`config.mk`:
```
export PLATFORM = sky130hd
export DESIGN_NAME = bmhqo_cmp
export DESIGN_NICKNAME = d
export VERILOG_FILES = /design/src/design/bmhqo_pkg.sv /design/src/design/bmhqo_cmp.sv
export SDC_FILE = /design/constraint.sdc
export NUM_CORES = 1
export LEC_CHECK = 0
export ABC_AREA = 1
export BUFFER_PORTS_ARGS = -buffer_cell sky130_fd_sc_hd__buf_2
export CORE_ASPECT_RATIO = 0.9
export CORE_UTILIZATION = 42
export DETAILED_ROUTE_END_ITERATION = 8
export GPL_TIMING_DRIVEN = 0
export PLACE_DENSITY = 0.94
export SKIP_LAST_GASP = 1
export SYNTH_ARGS = -nofsm -noshare
export SYNTH_HDL_FRONTEND = slang
export SYNTH_SLANG_ARGS = --single-unit
```
`constraint.sdc`:
```
create_clock -name vclk -period 2.4
set_input_delay 0.12 -clock vclk [all_inputs]
set_output_delay 0.12 -clock vclk [all_outputs]
set_load 0.02 [all_outputs]
```
`src/design/bmhqo_pkg.sv`:
```
// ----------------------------------------------------------------------------
// bmhqo_pkg
// Shared types and codes of the binary min-heap queue order block.
// ----------------------------------------------------------------------------
`timescale 1ns / 1ps
`default_nettype none

package bmhqo_pkg;

  localparam int CAPACITY_DEF = 64;
  localparam int QUEUE_W      = 8;
  localparam int KEY_W        = 64;

  typedef struct packed {
    logic [QUEUE_W-1:0] queue;
    logic [KEY_W-1:0]   key;
  } entry_t;

  localparam int ENTRY_W = $bits(entry_t);

  typedef enum logic [1:0] {
    STAT_DONE  = 2'd0,
    STAT_FULL  = 2'd1,
    STAT_EMPTY = 2'd2
  } status_t;

  typedef enum logic [0:0] {
    ACT_ADD = 1'b0,
    ACT_POP = 1'b1
  } action_t;

  // Operand choice of the shared key comparator
  typedef enum logic [0:0] {
    CMP_UP = 1'b0,   // held item key < parent key
    CMP_DN = 1'b1    // left child key < right child key
  } cmp_sel_t;

  typedef enum logic [2:0] {
    ST_IDLE,
    ST_POP_RD,
    ST_POP_LAST,
    ST_DN_RD,
    ST_DN_CMP,
    ST_UP_RD,
    ST_UP_CMP,
    ST_RESULT
  } state_t;

endpackage

`default_nettype wire

```
`src/design/bmhqo_cmp.sv`:
```
// ----------------------------------------------------------------------------
// bmhqo_cmp
// Shared 64-bit key comparator with operand selection for sift-up and
// sift-down steps.
// ----------------------------------------------------------------------------
`timescale 1ns / 1ps
`default_nettype none

module bmhqo_cmp import bmhqo_pkg::*; (
  input  wire cmp_sel_t sel,
  input  wire entry_t   item,
  input  wire entry_t   rd_a,
  input  wire entry_t   rd_b,
  output logic          lt
);

  logic [KEY_W-1:0] op_l;
  logic [KEY_W-1:0] op_r;

  always_comb begin
    unique case (sel)
      CMP_UP: begin
        op_l = item.key;
        op_r = rd_a.key;
      end
      CMP_DN: begin
        op_l = rd_a.key;
        op_r = rd_b.key;
      end
      default: begin
        op_l = rd_a.key;
        op_r = rd_b.key;
      end
    endcase
  end

  assign lt = (op_l < op_r);

endmodule

`default_nettype wire

```
Word level (Yosys, flattened, before mapping)

Index checks and enable logic that the tools add are counted.

Bits in registers: 0
Output and inout port bits: 1
Word-level logic and storage cells: 4

Magnitude comparators: 1
Mux-type cells: 2
Bitwise gates (word level): 1

Operators with widths:

| cell                             | number |
|---|---|
| case mux 64 bit (2 select lines) | 2 |
| < comparator 64 bit              | 1 |
| NOT 1 bit                        | 1 |

Logic depth before layout (Yosys ltp)

Word-level depth: 3
Gate-level depth with buffers: 16
Depth with buffers taken out: 13

Worst setup path after synthesis

Ideal clock, no wire load.

Path type: input-to-output
From: input sel
To: output lt
Stages on the path: 14
Data arrival time: 2.066 ns
Required time: 2.280 ns
Setup slack: 0.214 ns
Cell sequence: buf_4 > buf_2 > buf_2 > mux2i_1 > ha_1 > a21oi_1 > nor2_1 > a211oi_1 > nand2_1 > nand2_1 > nand2_1 > nand2_1 > nand2_1 > a21oi_1

Cells in the longest elaborated chain, start to end: 3
Elaborated cells between the ends (all ways): 4
Those cells by class: 1 x order compare; 2 x mux; 1 x bitwise

RTL lines:

| item                             | line            | RTL |
|---|---|---|
| start, declared                  | bmhqo_cmp.sv:10 | `input wire cmp_sel_t sel,` |
| NOT 1 bit                        | bmhqo_cmp.sv:21 | `unique case (sel)` |
| case mux 64 bit (2 select lines) | bmhqo_cmp.sv:21 |  |
| < comparator 64 bit (*)          | bmhqo_cmp.sv:37 | `assign lt = (op_l < op_r);` |
| end, declared                    | bmhqo_cmp.sv:14 | `output logic lt` |

Every way passes the cells marked *; elsewhere a longest branch is shown, timed or not.

Final worst setup path

Ends and elaborated chain as after synthesis.

==> flow_summary.ini <==
[finish]
multi_input_area_um2 = 3030
seq_cells = 0
drive_gt1_share_pct = 60.8
seq_area_um2 = 0
num_antenna_cells = 0
nets = 812
area_delta_synth_final_pct = 61.8
fillCellCount = 442
nClkBuffers = 0
stdcell_count = 617

[worst_setup_path]
cp-end-kind = primary output
cp-start-kind = input port
path_cells = clkbuf_4 -> buf_12 -> buf_12 -> buf_12 -> mux2i_2 -> ha_4 -> a21oi_2 -> nand3b_1 -> a21oi_1 -> nor2_1 -> nand2_2 -> nand2_1 -> nand2_1 -> a21oi_2 -> buf_6
cp.required_ps = 2280
cp_slowest_cell = mux2i_2
path_common_cell = buf_12
max_stage_delay_ps = 280
cp.arrival_ps = 2220
critical_path.top_delay_family = buffers and inverters
critPathMaxFanout = 7
crit_buf_inv = 5
critPathKind = input port to primary output
crit_start = sel

[power_and_ir_drop]
p_leak_nw = 2.30
power.density_nw_per_um2 = 208
finalPower_uw = 937
vdd.ir_drop.worst_mv = 0.110

[floorplan]
std_cell_rows = 27
start_util_pct = 44.6
io_pins = 218
dieArea_um2 = 6960
die_w_um = 87.8
fp.dieH_um = 79.3
coreArea_um2 = 6250

[min_path]
min_from = rd_a[63]
min_path_cells = 9
min_path_type = input port to primary output
worstHoldEndpoint = lt

[route]
drtAntennaViolNets = 0
vias = 3409
vias_per_cell = 5.53
wl_mm = 10.2
drt_iter0_markers = 50
firstDrtPassIters = 4
post-route-drc-count = 0
wire_per_inst_um = 16.5

[global_route]
grt_max_degree = 11
grt_pass1_wl_mm = 13.4
grt_pass1_vias = 3314
grt_remaining_overflow = 0
antenna_found_initial = 0
grt_usage_pct = 23.5

[timing]
period_minus_slack_ps = 2340
worst_slew_pin_slew_ps = 243
period_share_pct = 97.3
hold_viol_final = 0
whs_ps = 1000
slew_headroom_pct = 83.4
setup_viol = 0
slew_viol_final = 0
max_freq_mhz = 428

[yosys]
syn_nets = 610
synth_cells = 330
seq_area_frac_synth_pct = 0
synth_area_leaders = ha_1 (28%), mux2_2 (25%), mux2i_1 (23%)
synth_top_cell_by_area = ha_1
yosysUniqueCellTypes = 20
syn_avg_cell_area_um2 = 8.44
synth_area_um2 = 2790
yosys.area.top_type_share_pct = 28.3
yosysWarnings = 0

[clock_tree]
cts_hold_buffers = 0

[outcome]
status = completed

[place]
port_buffers = 194
place.gp.congestion = 0.823
dp.cells = 611
hpwl_mm = 7.58

[run]
maxCapViolations = 0
-- report_power, final --
group	total, mW	internal, mW	switching (mW)
registers	0	0	0
clock network	0	0	0
logic	0.937	0.506	0.431
total	0.937	0.506	0.431
-- cell type report --
cell class | count | area share, %
repair buffers | 200 | 24.3
plain buffers | 14 | 5.36
inverters | 9 | 0.750
multi-input cells | 307 | 67.2
well taps | 87 | 2.42
-- synthesized netlist by cell type, drive strengths merged, types with 2 or more instances --
| master | n |
|---|---|
| a21oi | 34 |
| ha | 63 |
| nand3 | 7 |
| nor2 | 9 |
| mux2 | 63 |
| nand4 | 4 |
| nor3 | 4 |
| o211ai | 2 |
| nand2 | 41 |
| buf | 14 |
| inv | 9 |
| o21ai | 11 |
| mux2i | 63 |
-- logic make-up (layout without fill, tap and decap cells) --
kind of cell | count (synthesis) | after routing | synth area share (%)
adder cells (fa/ha/maj) | 63 | 63 | 28.3
AO/OA/AOI/OAI | 51 | 51 | 9.66
buffers and inverters | 23 | 223 | 3.82
multiplexers | 126 | 126 | 48.1
AND/OR/NAND/NOR | 67 | 67 | 10.1
-- what timing repair did --
item,CTS,global route
setup buffers,0,2
setup endpoints to repair,1,1
cloned,0,4
pin swaps,0,9
resized for setup,20,85
-- cell usage in the layout, fill, tap and decap left out, drive strengths merged --
| cell | Yosys | final |
|---|---|---|
| buf | 14 | 209 |
| mux2 | 63 | 63 |
| mux2i | 63 | 63 |
| nand3b | 1 | 1 |
| o21a | 1 | 1 |
| nor4 | 1 | 1 |
| nand2 | 41 | 41 |
| ha | 63 | 63 |
| nand4 | 4 | 4 |
| o21bai | 1 | 1 |
| nand3 | 7 | 7 |
| inv | 9 | 9 |
| o21ai | 11 | 11 |
| a211oi | 1 | 1 |
| nor3 | 4 | 4 |
| clkbuf | 0 | 5 |
| nor2 | 9 | 9 |
| a31oi | 1 | 1 |
| a21oi | 34 | 34 |
| o211ai | 2 | 2 |
-- worst min-delay path, delay by kind of cell --
kind	cells	cell delay (ps)
muxes	1	140
AOI/OAI and AO/OA	4	190
and+or+nand+nor	1	90
adders and majority gates	1	140
buffers and inverters	2	210
-- metrics by stage --
step / TNS, ps / setup slack, ps / area [um^2] / utilization (%)
6_report: 0 / 63.8 / 4510 / 72.1
5_1_grt: -102 / -102 / 4510 / 72.1
4_1_cts: 0 / 26.6 / 3930 / 62.8
3_5_place_dp: -279 / -279 / 3860 / 61.8
3_3_place_gp: -175 / -175 / 3860 / 61.8
2_1_floorplan: 0 / 214 / 2790 / -
-- how the worst max path moves through the flow --
stage / to / slack (ps) / cells past startpoint
after floorplan: lt / 210 / 14
after global routing: lt / -100 / 13
after detailed placement: lt / -280 / 14
after CTS: lt / 30 / 13
final: lt / 60 / 15
after global placement: lt / -180 / 16
-- layer usage --
| layer | vias up | share of wire [%] | GRT usage (%) | routed length (um) |
|---|---|---|---|---|
| li1 | 1652 | - | - | - |
| met3 | 26 | 5.0 | 1.46 | 508 |
| met1 | 1581 | 36 | 24.0 | 3650 |
| met2 | 150 | 57 | 50.2 | 5740 |
| met4 | 0 | 2.5 | 5.08 | 258 |
| met5 | - | 0 | 0 | 0 |
Power figures use the tool's default switching activity.
